--- src/sv/gfa_ram.sv ---
// Generic single-write, single-read synchronous RAM with registered read.
// No dependencies.
module gfa_ram #(
    parameter int WIDTH = 8,
    parameter int DEPTH = 256
) (
    input  logic                     clk,
    input  logic                     we,
    input  logic [$clog2(DEPTH)-1:0] waddr,
    input  logic [WIDTH-1:0]         wdata,
    input  logic [$clog2(DEPTH)-1:0] raddr,
    output logic [WIDTH-1:0]         rdata
);

    logic [WIDTH-1:0] mem [DEPTH];

    always_ff @(posedge clk)
    begin
        if (we)
        begin
            mem[waddr] <= wdata;
        end
        rdata <= mem[raddr];
    end

endmodule

--- config.mk ---
export PLATFORM = sky130hd
export DESIGN_NAME = gfa_ram
export DESIGN_NICKNAME = d
export VERILOG_FILES = /design/src/sv/gfa_ram.sv
export SDC_FILE = /design/constraint.sdc
export NUM_CORES = 2
export LEC_CHECK = 0
export BUFFER_PORTS_ARGS = -buffer_cell sky130_fd_sc_hd__buf_2
export CORE_ASPECT_RATIO = 1.4
export CORE_MARGIN = 3
export CORE_UTILIZATION = 30
export CTS_CLUSTER_SIZE = 20
export DETAILED_ROUTE_END_ITERATION = 6
export GPL_TIMING_DRIVEN = 0
export PLACE_DENSITY_LB_ADDON = 0.2
export RECOVER_POWER = 100
export SLEW_MARGIN = 20
export SYNTH_ARGS = -nofsm -noshare
export SYNTH_HDL_FRONTEND = slang
export SYNTH_SLANG_ARGS = --single-unit
export TNS_END_PERCENT = 10
--- constraint.sdc ---
create_clock -name clk -period 2.68 [get_ports clk]
set_input_delay 0.134 -clock clk [delete_from_list [all_inputs] [get_ports clk]]
set_output_delay 0.134 -clock clk [all_outputs]
set_load 0.005 [all_outputs]
==> flow_summary.rst <==
.. list-table::
   :header-rows: 1

   * - Metric
     - Value
   * - RSZ-0062 raised after global routing
     - true
   * - RR Endpoint
     - rdata[3]$_DFF_P_
   * - Leak
     - 27.8 nW
   * - Number of nets still failing antenna checks after routing
     - 0
   * - Number of standard-cell rows in the floorplan
     - 223
   * - Number of setup buffers added after CTS
     - 0
   * - Hold-critical path depth
     - 3
   * - Max Clock Freq
     - 355 MHz
   * - Post-detailed-routing wire length
     - 274 mm
   * - Req. time, crit path
     - ~3400 ps
   * - Post-Route Skew
     - 52.1 ps
   * - Starting Density
     - 30.2%
   * - Layout Cells excl Fill
     - 7,653
   * - I/O Buffers
     - 26
   * - Vias per Instance
     - 5.26
   * - CP Max Fanout
     - 10
   * - Total CTS buffers
     - 201
   * - Worst reg2reg path depth
     - 6
   * - Reg-to-reg slack, setup
     - -20 ps
   * - Detailed Routing Iterations Pass 1
     - 6
   * - PwrDens
     - between 700 and 800 mW/mm^2
   * - Worst-case hold slack
     - approximately 220 ps
   * - Final #Nets
     - just over 4,000
   * - Cell breakdown of the critical path
     - clkbuf_2 -> buf_4 -> clkbuf_2 -> buf_2 -> mux4_2 -> a22oi_1 -> a21oi_1 -> nor4_4 -> nor4_4
   * - Vias in the first global route
     - between 40,000 and 50,000
   * - Result of the run
     - finished with violations
   * - Synthesis Warnings
     - 0
   * - Top FF cell, synth
     - sky130_fd_sc_hd__edfxtp_1
   * - DIE AREA
     - 0.271 mm^2
   * - Commonest cells after routing, fill and taps aside
     - sky130_fd_sc_hd__edfxtp_1 (2,048), sky130_fd_sc_hd__mux4_2 (454), sky130_fd_sc_hd__nor2_1 (272), sky130_fd_sc_hd__clkbuf_16 (203), sky130_fd_sc_hd__mux2i_1 (134)
   * - Total nets after synthesis
     - 3,759
   * - Reported max-cap violation count
     - 5
   * - DRC errors left
     - 0
   * - TritonCTS clock tree
     - done
   * - Kind of end point of the critical path
     - flop
   * - Destination of the worst hold path
     - mem[249][5]$_DFFE_PP_
   * - Worst slew slack as a fraction of its limit
     - -60.0%
   * - Count of placed standard cells including taps
     - 7,289
   * - Final Hold Fails
     - 0
   * - Clk Latency, worst-skew pair
     - between 800 and 900 ps
   * - Horizontal die dimension
     - 441 um
   * - Maximum number of buffers from clock root to sink
     - 4
   * - Proportion of layout cells with a drive suffix above 1
     - 25.0%
   * - Seq cells post-synth
     - 2,056
   * - Worst hold path startpoint
     - waddr[4]
   * - Worst-path clk slew
     - 70 ps
   * - Area of the placeable core
     - around 0.26 mm^2
   * - Crit path largest cell delay
     - 610 ps
   * - Total non-filler cell area in the finished layout
     - between 0.09 and 0.1 mm^2
   * - Number of unique standard cell types used by synthesis
     - 55
   * - Max stage delay cell, worst path
     - sky130_fd_sc_hd__nor4_4
   * - H-tree depth
     - 4
   * - Endpoint arrival time on the critical path
     - about 3500 ps
   * - Worst Setup Start Kind
     - input port
   * - Initial drt markers
     - between 4,000 and 5,000
   * - Share of async-settable or async-resettable flops after synthesis
     - 0%
   * - VDD IR-drop max
     - around 480 uV
   * - Most common cell after layout, fill and taps aside
     - sky130_fd_sc_hd__edfxtp_1
   * - Post-layout power
     - 67.4 mW
   * - Maximum number of pins on one net before global-route repair
     - ~130
   * - Finish-stage setup viols
     - 96
   * - Reg-to-reg startpoint
     - mem[195][3]$_DFFE_PP_
   * - Worst Setup Path Type
     - in2reg
   * - Final global-route overflow total
     - 0
   * - EDFF count, synth
     - between 2,000 and 2,500
   * - Cell area reported after detailed placement
     - 0.0852 mm^2
   * - Vias post-DR
     - 40,300
   * - Average size of a mapped cell
     - 21.3 um^2
   * - Violated checks
     - capacitance limit, slew limit, setup timing
   * - Area growth from synthesis to final layout
     - 15.4%
   * - Vertical extent of the die
     - 615 um
   * - Proportion of synthesized chip area in sequential cells
     - between 70 and 80%
   * - Root Buffer Master
     - sky130_fd_sc_hd__clkbuf_16
   * - Hpwl dp
     - 190 mm
   * - Pins Over Slew Limit
     - around 410
   * - Clock Sink Count
     - slightly above 2,000
   * - GP Congestion
     - 0.902
   * - Number of antenna violations at the first check in global routing
     - 16
   * - Total track usage
     - 20.0%
   * - WL/cell
     - 35.8 um
   * - Cell count after synthesis
     - between 3,000 and 4,000
   * - Crit path setup slack, layout
     - -140 ps
   * - # IOs
     - 34
   * - Fraction of the cycle the final worst path needs
     - 105%
   * - Actual slew at the worst max-slew pin
     - 2400 ps
   * - Post-synth design cell area
     - 0.0796 mm^2
   * - Wire length of the first global-routing pass
     - 368 mm
   * - Classification of the worst-slack hold path
     - in2reg
   * - Period minus WS final
     - about 2800 ps
==> power breakdown <==
group          internal (mW)  switching, mW
Combinational           1.26           2.90
Sequential              35.4         0.0251
Clock                   15.4           12.4
Total                   52.1           15.3
==> cells in the mapped netlist (10+ instances only) <==
| master | count | area share, % |
|---|---|---|
| sky130_fd_sc_hd__buf_1 | 22 | 0.10 |
| sky130_fd_sc_hd__a21oi_1 | 96 | 0.60 |
| sky130_fd_sc_hd__nor2_1 | 282 | 1.3 |
| sky130_fd_sc_hd__o22ai_1 | 28 | 0.22 |
| sky130_fd_sc_hd__buf_2 | 31 | 0.20 |
| sky130_fd_sc_hd__a221oi_1 | 13 | 0.14 |
| sky130_fd_sc_hd__a22oi_1 | 133 | 1.3 |
| sky130_fd_sc_hd__buf_6 | 21 | 0.30 |
| sky130_fd_sc_hd__o211ai_1 | 10 | 0.094 |
| sky130_fd_sc_hd__mux4_2 | 454 | 13 |
| sky130_fd_sc_hd__edfxtp_1 | 2048 | 77 |
| sky130_fd_sc_hd__nor4_1 | 24 | 0.19 |
| sky130_fd_sc_hd__o221ai_1 | 46 | 0.51 |
| sky130_fd_sc_hd__clkbuf_1 | 111 | 0.52 |
| sky130_fd_sc_hd__a211oi_1 | 16 | 0.15 |
| sky130_fd_sc_hd__nor3_1 | 22 | 0.14 |
| sky130_fd_sc_hd__nand3_1 | 34 | 0.21 |
| sky130_fd_sc_hd__nor2b_1 | 31 | 0.24 |
| sky130_fd_sc_hd__nand2_1 | 33 | 0.16 |
| sky130_fd_sc_hd__buf_8 | 13 | 0.25 |
| sky130_fd_sc_hd__buf_4 | 27 | 0.25 |
| sky130_fd_sc_hd__mux2i_1 | 134 | 1.7 |
| sky130_fd_sc_hd__nand4_1 | 10 | 0.079 |
| sky130_fd_sc_hd__o21ai_0 | 10 | 0.063 |
==> per-stage QoR <==
step                      setup WS [ps]  setup TNS (ps)  util [%]
after global placement            -3380        -5919180      31.9
after floorplan                     608               0         -
after detailed placement          -2190         -844900      32.3
after CTS                         0.735               0      34.9
after global routing              -3.98           -15.7      34.8
final                              -140           -3790      34.8
==> sequential cells by signal, indices dropped and copies added, names as in the netlist <==
| name | count |
|---|---|
| mem | 2048 |
| rdata | 8 |
==> logic make-up after synthesis <==
logic type             share of synthesized area, %
AO/OA/AOI/OAI                                  3.42
buffers and inverters                          1.83
flip-flops                                     77.5
multiplexers                                   14.6
AND/OR/NAND/NOR                                2.63
==> timing repair <==
action	in CTS	in global routing
pin swaps	2	2
gates resized for setup	133	13
hold buffers	8	0
cloned	0	0
endpoints found under the hold margin	616	0
endpoints found under the setup margin	48	19
==> critical path, delay by kind of cell <==
family / cells / cell delay (ps)
AOI/OAI and AO/OA: 2 / 480
muxes: 1 / 480
buffers and inverters: 4 / 1620
and+or+nand+nor: 2 / 750
==> per-layer routing <==
layer / vias up / share of wire (%) / global-route usage [%] / routed length (um)
met3: 462 / 5.2 / 3.02 / 14400
met4: 2 / 6.4 / 10.8 / 17600
li1: 16200 / - / - / -
met1: 22100 / 37 / 23.6 / 101000
met5: - / 0.0047 / 0 / 13
met2: 1473 / 51 / 34.7 / 141000
==> layout make-up <==
cell class | count | area [um^2]
Fill cell | 24500 | 172000
Sequential cell | 2056 | 61700
Multi-Input combinational cell | 1442 | 17000
Clock buffer | 249 | 5290
Tap cell | 3487 | 4360
Buffer | 231 | 1590
Timing Repair Buffer | 77 | 995
Clock inverter | 98 | 878
Antenna cell | 11 | 27.5
Inverter | 2 | 7.51
==> how the worst max path moves through the flow <==
| stage | startpoint | endpoint | slack, ps | cells after the start |
|---|---|---|---|---|
| CTS | raddr[1] | rdata[0]$_DFF_P_ | 0.7 | 9 |
| global placement | raddr[4] | rdata[0]$_DFF_P_ | -3380 | 8 |
| detailed placement | raddr[2] | rdata[5]$_DFF_P_ | -2190 | 9 |
| floorplan | raddr[0] | rdata[2]$_DFF_P_ | 610 | 9 |
| global route | raddr[3] | rdata[5]$_DFF_P_ | -4 | 9 |
| finish | raddr[1] | rdata[0]$_DFF_P_ | -140 | 9 |
Power figures use the tool's default switching activity.
