### src/sv/gfa_pkg.sv
// Shared types and constants for the finite-field arithmetic unit.
// No dependencies; imported by every module of the block but gfa_ram.
package gfa_pkg;

    localparam int FIELD_BITS  = 8;
    localparam int MAX_ORDER   = 1 << FIELD_BITS;
    localparam int ANT_DEPTH   = 2 * (MAX_ORDER - 1);
    localparam int ANT_AW      = $clog2(ANT_DEPTH);
    localparam int LOG_AW      = FIELD_BITS;

    typedef enum logic [2:0] {
        OP_ADD = 3'd0,
        OP_SUB = 3'd1,
        OP_MUL = 3'd2,
        OP_POW = 3'd3,
        OP_INV = 3'd4
    } op_t;

    typedef enum logic [1:0] {
        CFG_IS_PRIME = 2'd0,
        CFG_ORDER    = 2'd1,
        CFG_POLY     = 2'd2
    } cfg_idx_t;

    typedef enum logic [2:0] {
        S_IDLE,
        S_MUL,
        S_PCHK,
        S_PMR,
        S_PSQ
    } seq_state_t;

    typedef enum logic [1:0] {
        B_IDLE,
        B_CLEAR,
        B_GEN1,
        B_GEN2
    } bld_state_t;

    typedef enum logic [2:0] {
        M_IDLE,
        M_LOGB,
        M_SUM,
        M_ANT,
        M_RED
    } mul_state_t;

    typedef struct packed {
        logic       is_prime;
        logic [8:0] order;
        logic [8:0] poly;
    } field_cfg_t;

    typedef struct packed {
        logic              we;
        logic [ANT_AW-1:0] addr;
        logic [7:0]        data;
    } ant_wr_t;

    typedef struct packed {
        logic              we;
        logic [LOG_AW-1:0] addr;
        logic [7:0]        data;
    } log_wr_t;

    typedef struct packed {
        logic active;
        logic ready;
    } bld_status_t;

    typedef struct packed {
        logic       start;
        logic [7:0] x;
        logic [7:0] y;
    } mul_req_t;

    typedef struct packed {
        logic       done;
        logic [7:0] value;
    } mul_rsp_t;

endpackage

### src/sv/gfa_mul.sv
// Field multiplier: log/antilog lookup in binary mode, shift-subtract
// reduction of the product in prime mode. Depends on gfa_pkg.
module gfa_mul import gfa_pkg::*; (
    input  logic              clk,
    input  logic              rst_n,
    input  field_cfg_t        cfg,
    input  mul_req_t          req,
    output mul_rsp_t          rsp,
    output logic [LOG_AW-1:0] log_raddr,
    input  logic [7:0]        log_rdata,
    output logic [ANT_AW-1:0] ant_raddr,
    input  logic [7:0]        ant_rdata
);

    mul_state_t  state_reg, state_next;
    logic [7:0]  y_reg, y_next;
    logic [7:0]  la_reg, la_next;
    logic        zero_reg, zero_next;
    logic [15:0] prod_reg, prod_next;
    logic [2:0]  k_reg, k_next;
    logic        done_reg, done_next;
    logic [7:0]  val_reg, val_next;
    logic [8:0]  idx;
    logic [15:0] shifted;

    assign idx     = {1'b0, la_reg} + {1'b0, log_rdata};
    assign shifted = 16'(cfg.order) << k_reg;

    always_comb
    begin
        state_next = state_reg;
        unique case (state_reg)
            M_IDLE:  if (req.start) state_next = cfg.is_prime ? M_RED : M_LOGB;
            M_LOGB:  state_next = M_SUM;
            M_SUM:   state_next = M_ANT;
            M_ANT:   state_next = M_IDLE;
            M_RED:   if (k_reg == 3'd0) state_next = M_IDLE;
            default: state_next = M_IDLE;
        endcase
    end

    always_comb
    begin
        y_next    = y_reg;
        la_next   = la_reg;
        zero_next = zero_reg;
        prod_next = prod_reg;
        k_next    = k_reg;
        done_next = 1'b0;
        val_next  = val_reg;
        log_raddr = '0;
        ant_raddr = '0;
        unique case (state_reg)
            M_IDLE:
            begin
                log_raddr = req.x;
                if (req.start)
                begin
                    y_next    = req.y;
                    zero_next = (req.x == 8'd0) || (req.y == 8'd0);
                    prod_next = req.x * req.y;
                    k_next    = 3'd7;
                end
            end
            M_LOGB:
            begin
                log_raddr = y_reg;
                la_next   = log_rdata;
            end
            M_SUM:
            begin
                // sums past the table end read as zero
                if (idx >= 9'(ANT_DEPTH))
                begin
                    zero_next = 1'b1;
                end
                else
                begin
                    ant_raddr = ANT_AW'(idx);
                end
            end
            M_ANT:
            begin
                done_next = 1'b1;
                val_next  = zero_reg ? 8'd0 : ant_rdata;
            end
            M_RED:
            begin
                if (prod_reg >= shifted) prod_next = prod_reg - shifted;
                k_next = k_reg - 3'd1;
                if (k_reg == 3'd0)
                begin
                    done_next = 1'b1;
                    val_next  = prod_next[7:0];
                end
            end
            default: ;
        endcase
    end

    always_ff @(posedge clk or negedge rst_n)
    begin
        if (!rst_n)
        begin
            state_reg <= M_IDLE;
            done_reg  <= 1'b0;
        end
        else
        begin
            state_reg <= state_next;
            done_reg  <= done_next;
        end
    end

    always_ff @(posedge clk)
    begin
        y_reg    <= y_next;
        la_reg   <= la_next;
        zero_reg <= zero_next;
        prod_reg <= prod_next;
        k_reg    <= k_next;
        val_reg  <= val_next;
    end

    assign rsp.done  = done_reg;
    assign rsp.value = val_reg;

endmodule

### config.mk
export PLATFORM = sky130hd
export DESIGN_NAME = gfa_mul
export DESIGN_NICKNAME = d
export VERILOG_FILES = /design/src/sv/gfa_pkg.sv /design/src/sv/gfa_mul.sv
export SDC_FILE = /design/constraint.sdc
export NUM_CORES = 1
export LEC_CHECK = 0
export BUFFER_PORTS_ARGS = -buffer_cell sky130_fd_sc_hd__buf_2
export CAP_MARGIN = 15
export CORE_ASPECT_RATIO = 0.6
export CORE_UTILIZATION = 40
export CTS_CLUSTER_DIAMETER = 200
export CTS_CLUSTER_SIZE = 40
export DETAILED_ROUTE_END_ITERATION = 10
export GPL_TIMING_DRIVEN = 0
export PLACE_DENSITY = 0.59
export SYNTH_ARGS = -nofsm -noshare
export SYNTH_HDL_FRONTEND = slang
export SYNTH_SLANG_ARGS = --single-unit
### constraint.sdc
create_clock -name clk -period 3.1 [get_ports clk]
set_clock_uncertainty 0.1 [all_clocks]
set_input_delay 0.31 -clock clk [delete_from_list [all_inputs] [get_ports clk]]
set_output_delay 0.31 -clock clk [all_outputs]
set_load 0.02 [all_outputs]
==> out/summary.txt <==
Post-layout util: 56.2%
Switch share: 46.6%
Clock tree from TritonCTS: built
Number of flops mapped to enable cells by yosys: 44
Starting Density: 41.8%
Cells taking the most area after synthesis: edfxtp_1, ha_1, fa_1, and2_1, mux2i_1
Synth Warn #: 0
Sequential-to-total area share from yosys stat: 24.4%
Buffers on Ports: 66
Synth-to-layout area growth: 34.5%
Setup slack, reg-to-reg: -0.37 ns
Clk root buf: clkbuf_16
Crit Path Max Fanout: 8
# Max-Cap Violations: 0
Placer Congestion: 0.870
Io pins: 80
Drc violations: 0
Num rows: 33
Critical Path Source Type: input pin
Die Span X: 158 um
Worst path most repeated cell: fa_1
Synthesized area: 5820 um2
Fin. Hold Viols: 0
First-pass GRT wire length: 25.2 mm
Slew margin rel.: 29.7%
Final setup fails: 41
Clock Pin Slew Worst Setup and Hold Paths: 0.07 ns
Final Instance Area: 7820 um2
Number of flip-flops in the largest register: 16
Cell family with most CP delay: adder cells
# clock sinks: 48
Worst Hold Class: in2reg
Met2 WL post-DR: 6.79 mm
RSZ-0062 raised after global routing: yes
Setup Crit Path Kind: in2reg
Combinational power share: 74.7%
Pwr per Cell Area: 928 nW/um2
Dominant register cell in the synthesized netlist: edfxtp_1
CP Capture Type: flop
CTS buffer count: 5
GR Util All Layers: 22.0%
Pint: 3.87 mW
Synth area leader: edfxtp_1
Fillers: 1,216
CTS HTree Levels: 2
Sequential Power Share: 16.5%
Synth Instances: 634
Worst VDD drop: 0.000319 V
Placed cell areas: 6620 um2
DIE AREA: 15,000 um2
WL/cell: 17.4 um
CP Cell Sequence: buf_12 > and2_4 > fa_1 > fa_1 > fa_1 > inv_2 > fa_1 > inv_2 > ha_4 > o21a_1 > nor2_4 > a211oi_4 > o311a_1 > o31ai_2 > o31ai_1
Worst-margin pin slew: 1.04 ns
Clk buf depth: 2
Clock latency on the worst-skew pair: 0.29 ns
Failing checks: negative setup slack
Peak Freq: 0.244 GHz
Final Non-Filler Cells: 932
Static Leak: 3.40 nW
Drt pass-1 iters: 5
Worst EP required: 3.04 ns
HPWL after DPL: 12.3 mm
Post-synthesis register bit count: 48
ANT cells: 0
Clock share of power: 8.8%
Routed wire length: 16.2 mm
Status: finished with violations
Met3 wire length: 760 um
Largest net degree at the start of global routing: 16
DRT iter0 DRCs: 288
DIE HEIGHT: 95.4 um
Vias in the first global route: 4,892
Fin crit period: 4.10 ns
Setup TNS: -15.73 ns
Pre-CTS setup slack: -1.42 ns
Slowest cell on crit path: fa_1
Syn Area/Cell: 9.17 um2
Initial antenna violation count: 0
Arr. time, crit path: 4.04 ns
Top-area cell type share of the netlist area: 22.7%
Core area: 13,900 um2
Psw: 3.38 mW
DR top layer: met4
Worst Setup Slack, final: -1.00 ns
Net Count, Synth: 788
Period utilization: 132%
Max-slew violations: 0
Share of post-route cells with drive strength above 1: 32.4%
Via count: 5,084
WP buf/inv: 3
Synth cell types: 70
Antenna Violating Nets Remaining: 0
Grt total ovfl: 0
Fraction of registers with async set/reset: 8.33%
Wl on met1: 8.55 mm
CP peak stage delay: 0.57 ns
Post-DR vias/cell: 5.45
Placed Cells: 892
Nets: 893
-- through the flow --
stage                     total power [mW]  hold slack [ns]
after floorplan                       4.31          -0.0856
after global placement                5.23           0.0214
after detailed placement              5.30           0.0242
after CTS                             6.72            0.107
after global routing                  7.76            0.104
final                                 7.25            0.110
-- synthesized netlist by cell type (2+ instances only) --
master,instances
a21o_1,5
clkbuf_1,16
o31a_1,2
a21oi_2,2
mux2i_1,27
ha_1,62
a21boi_0,2
xor2_1,10
mux2_2,4
o21ai_0,27
buf_2,2
a31oi_1,4
nand3_1,10
nand2b_1,6
and3_1,3
nand4_1,4
inv_1,63
a211oi_1,4
nand2_1,57
nor3_1,17
o211ai_1,2
and2_1,56
nand3b_1,5
or3_1,5
fa_1,38
edfxtp_1,44
o21a_1,8
xnor2_1,14
nor4_1,6
o21ai_1,5
a21oi_1,22
nor2b_1,6
o31ai_1,8
o22ai_1,4
nor2_1,40
o21bai_1,4
dfrtp_1,4
or2_2,4
-- power by group through the flow --
| stage | registers [mW] | clock network (mW) | logic (mW) |
|---|---|---|---|
| after floorplan | 1.16 | 0 | 3.15 |
| after global placement | 1.18 | 0 | 4.05 |
| after detailed placement | 1.19 | 0 | 4.12 |
| after CTS | 1.19 | 0.637 | 4.89 |
| after global routing | 1.22 | 0.665 | 5.87 |
| final | 1.20 | 0.635 | 5.42 |
-- worst reg2reg max path, cell delays in order, from the launching register on --
cell	delay, ns
edfxtp_1	0.40
buf_8	0.16
clkbuf_16	0.15
mux2i_4	0.19
mux2i_2	0.24
mux2i_1	0.13
ha_1	0.37
a21oi_4	0.19
and2b_2	0.21
a21oi_4	0.08
o32ai_4	0.38
buf_6	0.19
nor4b_4	0.05
or3_1	0.38
-- cells in the final DEF (no fill, tap or decap), types with 6 or more instances in the layout --
master      n
a21oi_1    11
a21oi_2     6
a21oi_4     7
and2_1     44
and2_4     12
buf_2      49
buf_4      30
buf_6      17
clkbuf_1    7
clkbuf_16   8
edfxtp_1   44
fa_1       33
ha_1       49
ha_4       10
inv_1      56
inv_2       7
mux2i_1    19
mux2i_4     6
nand2_1    49
nand2_2     6
nand2b_1    6
nand3_1    10
nor2_1     32
nor2_4      8
nor3_1     13
o21a_1      8
o21ai_0    13
o21ai_1    12
o21ai_2     6
xnor2_1    14
xor2_1      8
-- cell families after synthesis --
kind of cell / Yosys count / synth area share, %
AO/OA/AOI/OAI: 117 / 13.8
XOR/XNOR: 24 / 3.61
adder cells (fa/ha/maj): 100 / 26.4
buffers and inverters: 85 / 5.74
flip-flops: 48 / 24.4
multiplexers: 31 / 5.42
AND/OR/NAND/NOR: 229 / 20.5
-- path summary, 6_finish.rpt --
kind	startpoint	end	depth (start not counted)
max	req[10]	prod_reg[15]$_DFFE_PP_	15
min	log_rdata[7]	la_reg[7]$_DFFE_PN_	1
max reg2reg	k_reg[1]$_SDFFCE_PN1P_	prod_reg[6]$_DFFE_PP_	13
min reg2reg	state_reg[2]$_DFFE_PN0P_	state_reg[0]$_DFFE_PN0P_	1
max in group asynchronous	rst_n	state_reg[2]$_DFFE_PN0P_	2
min in group asynchronous	rst_n	state_reg[0]$_DFFE_PN0P_	2
-- cell type report --
type                    instances  area [um2]  share of cell area (%)
plain buffers                  21         215                    2.75
clock buffers                   5         125                    1.60
clock inverters                 3        42.5                   0.544
inverters                      63         236                    3.02
multi-input cells             501        4780                    61.2
flip-flops and latches         48        1420                    18.2
well taps                     192         240                    3.07
repair buffers                 99         757                    9.68
-- what timing repair did --
| action | 4_1_cts | 5_1_grt |
|---|---|---|
| endpoints found under the hold margin | 4 | 0 |
| resized for setup | 96 | 84 |
| setup endpoints to repair | 41 | 40 |
| buffers inserted | 23 | 9 |
| hold buffers | 1 | 0 |
| pin swaps | 44 | 54 |
-- layer usage --
layer	GRT usage [%]	up-vias
met5	0	-
met2	32.2	132
met3	3.77	6
met4	2.83	0
li1	-	2431
met1	34.0	2515
(Power assumes the default switching activity.)
