File: config.mk
export PLATFORM = sky130hd
export DESIGN_NAME = gfa_build
export DESIGN_NICKNAME = d
export VERILOG_FILES = /design/src/sv/gfa_pkg.sv /design/src/sv/gfa_build.sv
export SDC_FILE = /design/constraint.sdc
export NUM_CORES = 1
export LEC_CHECK = 0
export BUFFER_PORTS_ARGS = -buffer_cell sky130_fd_sc_hd__buf_2
export CORE_MARGIN = 2
export CORE_UTILIZATION = 59
export DETAILED_ROUTE_END_ITERATION = 16
export GPL_TIMING_DRIVEN = 0
export PLACE_DENSITY = 0.86
export SETUP_SLACK_MARGIN = 0.15
export SLEW_MARGIN = 5
export SYNTH_ARGS = -nofsm -noshare
export SYNTH_HDL_FRONTEND = slang
export SYNTH_SLANG_ARGS = --single-unit
export TNS_END_PERCENT = 10
File: constraint.sdc
create_clock -name clk -period 7.73 [get_ports clk]
set_clock_uncertainty 0.15 [all_clocks]
set_input_delay 0.773 -clock clk [delete_from_list [all_inputs] [get_ports clk]]
set_output_delay 0.773 -clock clk [all_outputs]
set_load 0.03 [all_outputs]
File: src/sv/gfa_pkg.sv
// Shared types and constants for the finite-field arithmetic unit.
// No dependencies; imported by every module of the block but gfa_ram.
package gfa_pkg;

    localparam int FIELD_BITS  = 8;
    localparam int MAX_ORDER   = 1 << FIELD_BITS;
    localparam int ANT_DEPTH   = 2 * (MAX_ORDER - 1);
    localparam int ANT_AW      = $clog2(ANT_DEPTH);
    localparam int LOG_AW      = FIELD_BITS;

    typedef enum logic [2:0] {
        OP_ADD = 3'd0,
        OP_SUB = 3'd1,
        OP_MUL = 3'd2,
        OP_POW = 3'd3,
        OP_INV = 3'd4
    } op_t;

    typedef enum logic [1:0] {
        CFG_IS_PRIME = 2'd0,
        CFG_ORDER    = 2'd1,
        CFG_POLY     = 2'd2
    } cfg_idx_t;

    typedef enum logic [2:0] {
        S_IDLE,
        S_MUL,
        S_PCHK,
        S_PMR,
        S_PSQ
    } seq_state_t;

    typedef enum logic [1:0] {
        B_IDLE,
        B_CLEAR,
        B_GEN1,
        B_GEN2
    } bld_state_t;

    typedef enum logic [2:0] {
        M_IDLE,
        M_LOGB,
        M_SUM,
        M_ANT,
        M_RED
    } mul_state_t;

    typedef struct packed {
        logic       is_prime;
        logic [8:0] order;
        logic [8:0] poly;
    } field_cfg_t;

    typedef struct packed {
        logic              we;
        logic [ANT_AW-1:0] addr;
        logic [7:0]        data;
    } ant_wr_t;

    typedef struct packed {
        logic              we;
        logic [LOG_AW-1:0] addr;
        logic [7:0]        data;
    } log_wr_t;

    typedef struct packed {
        logic active;
        logic ready;
    } bld_status_t;

    typedef struct packed {
        logic       start;
        logic [7:0] x;
        logic [7:0] y;
    } mul_req_t;

    typedef struct packed {
        logic       done;
        logic [7:0] value;
    } mul_rsp_t;

endpackage

File: src/sv/gfa_build.sv
// Table builder: clears both tables; for a valid order, fills exp and log
// tables from the field order and reduction polynomial. Depends on gfa_pkg.
module gfa_build import gfa_pkg::*; (
    input  logic        clk,
    input  logic        rst_n,
    input  logic        restart,
    input  field_cfg_t  cfg,
    output ant_wr_t     ant_wr,
    output log_wr_t     log_wr,
    output bld_status_t status
);

    bld_state_t  state_reg, state_next;
    logic [ANT_AW-1:0] cnt_reg, cnt_next;
    logic [7:0]  i_reg, i_next;
    logic [7:0]  x_reg, x_next;
    logic        ready_reg, ready_next;
    logic [7:0]  n;
    logic [8:0]  nx;
    logic        order_ok;
    logic        last_i;

    assign n        = 8'(cfg.order - 9'd1);
    assign order_ok = (cfg.order >= 9'd2) && (cfg.order <= 9'(MAX_ORDER));
    assign last_i   = (i_reg == 8'(n - 8'd1));

    always_comb
    begin
        nx = {x_reg, 1'b0};
        if ((nx & cfg.order) != 9'd0)
        begin
            nx = nx ^ cfg.poly;
        end
    end

    // the order is checked once the clearing pass is over, when the new
    // register value has settled
    always_comb
    begin
        state_next = state_reg;
        if (restart)
        begin
            state_next = B_CLEAR;
        end
        else
        begin
            unique case (state_reg)
                B_IDLE:  state_next = B_IDLE;
                B_CLEAR:
                    if (cnt_reg == ANT_AW'(ANT_DEPTH - 1))
                        state_next = order_ok ? B_GEN1 : B_IDLE;
                B_GEN1:  if (last_i) state_next = B_GEN2;
                B_GEN2:  if (last_i) state_next = B_IDLE;
                default: state_next = B_IDLE;
            endcase
        end
    end

    always_comb
    begin
        cnt_next   = cnt_reg;
        i_next     = i_reg;
        x_next     = x_reg;
        ready_next = ready_reg;
        ant_wr     = '0;
        log_wr     = '0;
        if (restart)
        begin
            cnt_next   = '0;
            i_next     = '0;
            x_next     = 8'd1;
            ready_next = 1'b0;
        end
        else
        begin
            unique case (state_reg)
                B_IDLE: ;
                B_CLEAR:
                begin
                    ant_wr.we   = 1'b1;
                    ant_wr.addr = cnt_reg;
                    log_wr.we   = (cnt_reg < ANT_AW'(MAX_ORDER));
                    log_wr.addr = LOG_AW'(cnt_reg);
                    cnt_next    = cnt_reg + 1'b1;
                end
                B_GEN1:
                begin
                    ant_wr.we   = 1'b1;
                    ant_wr.addr = ANT_AW'(i_reg);
                    ant_wr.data = x_reg;
                    log_wr.we   = 1'b1;
                    log_wr.addr = x_reg;
                    log_wr.data = i_reg;
                    i_next      = last_i ? 8'd0 : i_reg + 8'd1;
                    x_next      = last_i ? 8'd1 : nx[7:0];
                end
                B_GEN2:
                begin
                    // second copy of the cycle: rerun the same sequence
                    ant_wr.we   = 1'b1;
                    ant_wr.addr = ANT_AW'({1'b0, n} + {1'b0, i_reg});
                    ant_wr.data = x_reg;
                    i_next      = i_reg + 8'd1;
                    x_next      = nx[7:0];
                    if (last_i) ready_next = 1'b1;
                end
                default: ;
            endcase
        end
    end

    always_ff @(posedge clk or negedge rst_n)
    begin
        if (!rst_n)
        begin
            state_reg <= B_CLEAR;
            cnt_reg   <= '0;
            i_reg     <= '0;
            x_reg     <= 8'd1;
            ready_reg <= 1'b0;
        end
        else
        begin
            state_reg <= state_next;
            cnt_reg   <= cnt_next;
            i_reg     <= i_next;
            x_reg     <= x_next;
            ready_reg <= ready_next;
        end
    end

    assign status.active = (state_reg != B_IDLE);
    assign status.ready  = ready_reg;

endmodule

==> results.sh <==
export IMPL_outcome="finished clean"
export IMPL_fmax_ghz=0.2329
export IMPL_tritoncts="built"
export IMPL_clk_path_buf_depth=2
export IMPL_die_h_microns=70.50
export IMPL_power_frac_comb_pct=50.0
export IMPL_ys_seq_area_share_pct=26.95
export IMPL_synth_simple_area_share_pct=22.30
export IMPL_cts_clk_slew_worst_paths_ns=0.10
export IMPL_grt_max_degree=29
export IMPL_clk_latency_ns=0.28
export IMPL_pre_cts_slack_ns=3.467
export IMPL_switchingPower_uw=270.3
export IMPL_synth_flop_cell="dfrtp_1"
export IMPL_synth_avg_cell_area_sq_um=8.282
export IMPL_cp_slowest_cell="xor2_1"
export IMPL_antenna_left=0
export IMPL_min_period_over_period_pct=55.55
export IMPL_p_int_uw=310.4
export IMPL_die_width_microns=70.50
export IMPL_fin_nets=419
export IMPL_numClockSinks=28
export IMPL_track_usage_pct=31.00
export IMPL_relSlewSlack_pct=56.68
export IMPL_grt_overflow_total=0
export IMPL_whs_ns=0.3539
export IMPL_grt_pass1_vias=2634
export IMPL_finalMaxSlewViolations=0
export IMPL_gp_congestion=0.8990
export IMPL_cts_hold_buf=0
export IMPL_end_kind="primary output"
export IMPL_rr_endpoint="x_reg[7]"
export IMPL_cts_setup_buffers=0
export IMPL_crit_path_frequent_cell="a21oi_1"
export IMPL_firstDrtPassIters=4
export IMPL_worst_slack_ns=3.436
export IMPL_wl_per_cell_microns=16.77
export IMPL_critPathMaxStageDelay_ns=0.36
export IMPL_crit_required_ns=6.81
export IMPL_syn_nets=359
export IMPL_seqPwrFrac_pct=33.8
export IMPL_design_die_area_sq_mm=0.004970
export IMPL_pin_count=59
export IMPL_cap_violations=0
export IMPL_largest_reg_flops=9
export IMPL_post_route_min_period_ns=4.294
export IMPL_cp_startpoint="cfg[9]"
export IMPL_synth_top_family_by_area="simple AND/OR/NAND/NOR gates"
export IMPL_num_rows=24
export IMPL_rr_worst_depth=7
export IMPL_synth_edf_count=0
export IMPL_viasPerCell=6.016
export IMPL_hold_viol_final=0
export IMPL_htreeDepth=1
export IMPL_critPathArrivalTime_ns=3.37
export IMPL_synth_fa_ha_area_share_pct=10.84
export IMPL_synth_distinct_cells=53
export IMPL_crit_type="in -> out"
export IMPL_fin_setup_tns_ns=0
export IMPL_initial_core_util_pct=60.75
export IMPL_cts_root_buf="clkbuf_8"
export IMPL_worstMarginPinSlew_ns=0.6498
export IMPL_sw_frac_of_total_pct=46.55
export IMPL_ff2ff_setup_slack_ns=5.44
export IMPL_post_dp_hpwl_microns=5541
export IMPL_cp_cell_sequence="buf_2 -> inv_1 -> ha_1 -> xor2_1 -> ha_1 -> a21oi_1 -> o21bai_1 -> a21o_1 -> a21oi_1 -> nor2b_1 -> o21a_1 -> o21ai_0 -> a21oi_1 -> buf_2"
export IMPL_ys_async_sr_fraction_pct=100.0
export IMPL_portBuffers=55
export IMPL_startpoint_type="primary input"
export IMPL_drive_gt1_share_pct=19.79
export IMPL_reg2reg_from="i_reg[4]"
export IMPL_power_leakage_nw=1.399
export IMPL_grt_pass1_wl_microns=12310
export IMPL_antenna_found_initial=0
export IMPL_synth_seq_cells=28
export IMPL_syn2layout_area_growth_pct=15.16
export IMPL_n_fill_cell=340
export IMPL_cts_buffers=3
export IMPL_synth_mux_area_share_pct=0.4317
export IMPL_clockPowerShare_pct=16.2
export IMPL_path_max_fanout=5
export IMPL_synth_warnings=0
export IMPL_synth_compound_area_share_pct=19.86
export IMPL_irDropWorstVdd_mv=0.1226
export IMPL_antennaDiodeCount=0
export IMPL_drc=0
export IMPL_rsz0062_at_grt="false"
export IMPL_drt_wl_total_microns=7143
export IMPL_ctsResizeCount=0
export IMPL_crit_end="ant_wr[16]"
export IMPL_finalSetupViolations=0
export IMPL_drt_iter0_drc=199
export IMPL_via_count=2563
export IMPL_synth_area_sq_mm=0.002609
export IMPL_synthXorXnorAreaFrac_pct=15.01
export IMPL_core_sq_mm=0.004294
export IMPL_syn_inst=315
export IMPL_hold_class="in -> async"
export IMPL_power_density_mw_per_mm2=193.3
Yosys cell counts, drive strengths merged (6+ instances only):
cell | count | area, sq um
a21oi | 17 | 85.08
a222oi | 8 | 80.08
a22oi | 11 | 82.58
and2 | 13 | 81.33
clkbuf | 12 | 45.04
dfrtp | 26 | 650.6
ha | 21 | 262.8
inv | 15 | 56.30
nand2 | 26 | 97.59
nand4 | 6 | 37.54
nor2 | 40 | 150.1
o21ai | 14 | 73.82
xnor2 | 26 | 235.2
xor2 | 17 | 156.4
logic make-up (layout without fill, tap and decap cells):
logic type / after synthesis / after routing
AND/OR/NAND/NOR: 117 / 117
adder cells (fa/ha/maj): 22 / 22
flip-flops: 28 / 28
AO/OA/AOI/OAI: 73 / 73
buffers and inverters: 31 / 90
XOR/XNOR: 43 / 43
multiplexers: 1 / 1
cell type report:
type / count / area, sq um / share of cell area [%]
inverter: 15 / 56.30 / 1.874
buffer: 16 / 63.81 / 2.124
tap: 52 / 65.06 / 2.166
multi-input combinational: 256 / 1785 / 59.43
timing repair buffer: 55 / 275.3 / 9.163
clock buffer: 4 / 55.05 / 1.833
sequential: 28 / 703.2 / 23.41
per-layer routing:
| layer | global-route usage (%) | routed length [microns] | vias up |
|---|---|---|---|
| met3 | 3.463 | 573 | 21 |
| met4 | 13.46 | 236 | 0 |
| met1 | 39.00 | 2886 | 1187 |
| met2 | 53.35 | 3447 | 129 |
| li1 | - | - | 1226 |
| met5 | 0 | 0 | - |
stage by stage:
stage                     instance area, sq um  utilization (%)  instances  total power [mW]
after floorplan                           2609                -        315            0.4024
after global placement                    2949            68.68        422            0.4731
after detailed placement                  2949            68.68        422            0.4840
after CTS                                 3004            69.96        426            0.5764
after global routing                      3004            69.96        426            0.6192
final                                     3004            69.96        426            0.5808
worst min-delay path by stage:
| stage | to | from | slack, ns |
|---|---|---|---|
| 2_1_floorplan | ready_reg | ready_reg | 0.31 |
| 3_3_place_gp | ready_reg | ready_reg | 0.34 |
| 3_5_place_dp | ready_reg | ready_reg | 0.34 |
| 4_1_cts | ready_reg | ready_reg | 0.37 |
| 5_1_grt | ready_reg | ready_reg | 0.38 |
| 6_report | i_reg[4] | rst_n | 0.35 |
power groups by stage:
stage / clock, mW / combinational (mW) / sequential (mW)
2_1_floorplan: 0 / 0.214 / 0.188
3_3_place_gp: 0 / 0.276 / 0.197
3_5_place_dp: 0 / 0.286 / 0.198
4_1_cts: 0.0937 / 0.288 / 0.195
5_1_grt: 0.100 / 0.320 / 0.198
6_report: 0.0942 / 0.290 / 0.196
layout by cell type, fill, tap and decap left out, types with 2 or more instances in the layout:
| cell type | instances |
|---|---|
| or2_2 | 2 |
| and3_1 | 3 |
| xnor2_1 | 25 |
| nand4_1 | 6 |
| nor3b_1 | 3 |
| nor2b_1 | 2 |
| o21ai_0 | 9 |
| clkbuf_1 | 12 |
| a21o_1 | 2 |
| xor2_1 | 16 |
| a211oi_1 | 3 |
| nor3_1 | 4 |
| buf_2 | 55 |
| nor2_1 | 40 |
| nand2b_1 | 5 |
| nand3_1 | 5 |
| o21bai_1 | 2 |
| clkbuf_8 | 4 |
| a222oi_1 | 8 |
| inv_1 | 14 |
| buf_1 | 3 |
| a21oi_1 | 17 |
| nand2_1 | 26 |
| and2_1 | 13 |
| o21a_1 | 2 |
| dfrtp_1 | 26 |
| a31oi_1 | 4 |
| dfstp_2 | 2 |
| ha_1 | 21 |
| a22oi_1 | 11 |
| nor4_1 | 2 |
| o21ai_1 | 4 |
worst max-delay path, delay by kind of cell:
family / cells / cell delay [ns]
buffers and inverters: 3 / 0.49
adder cells (fa/ha/maj): 2 / 0.60
XOR/XNOR: 1 / 0.36
AND/OR/NAND/NOR: 1 / 0.07
AO/OA/AOI/OAI: 7 / 1.07
(Power assumes the default switching activity.)
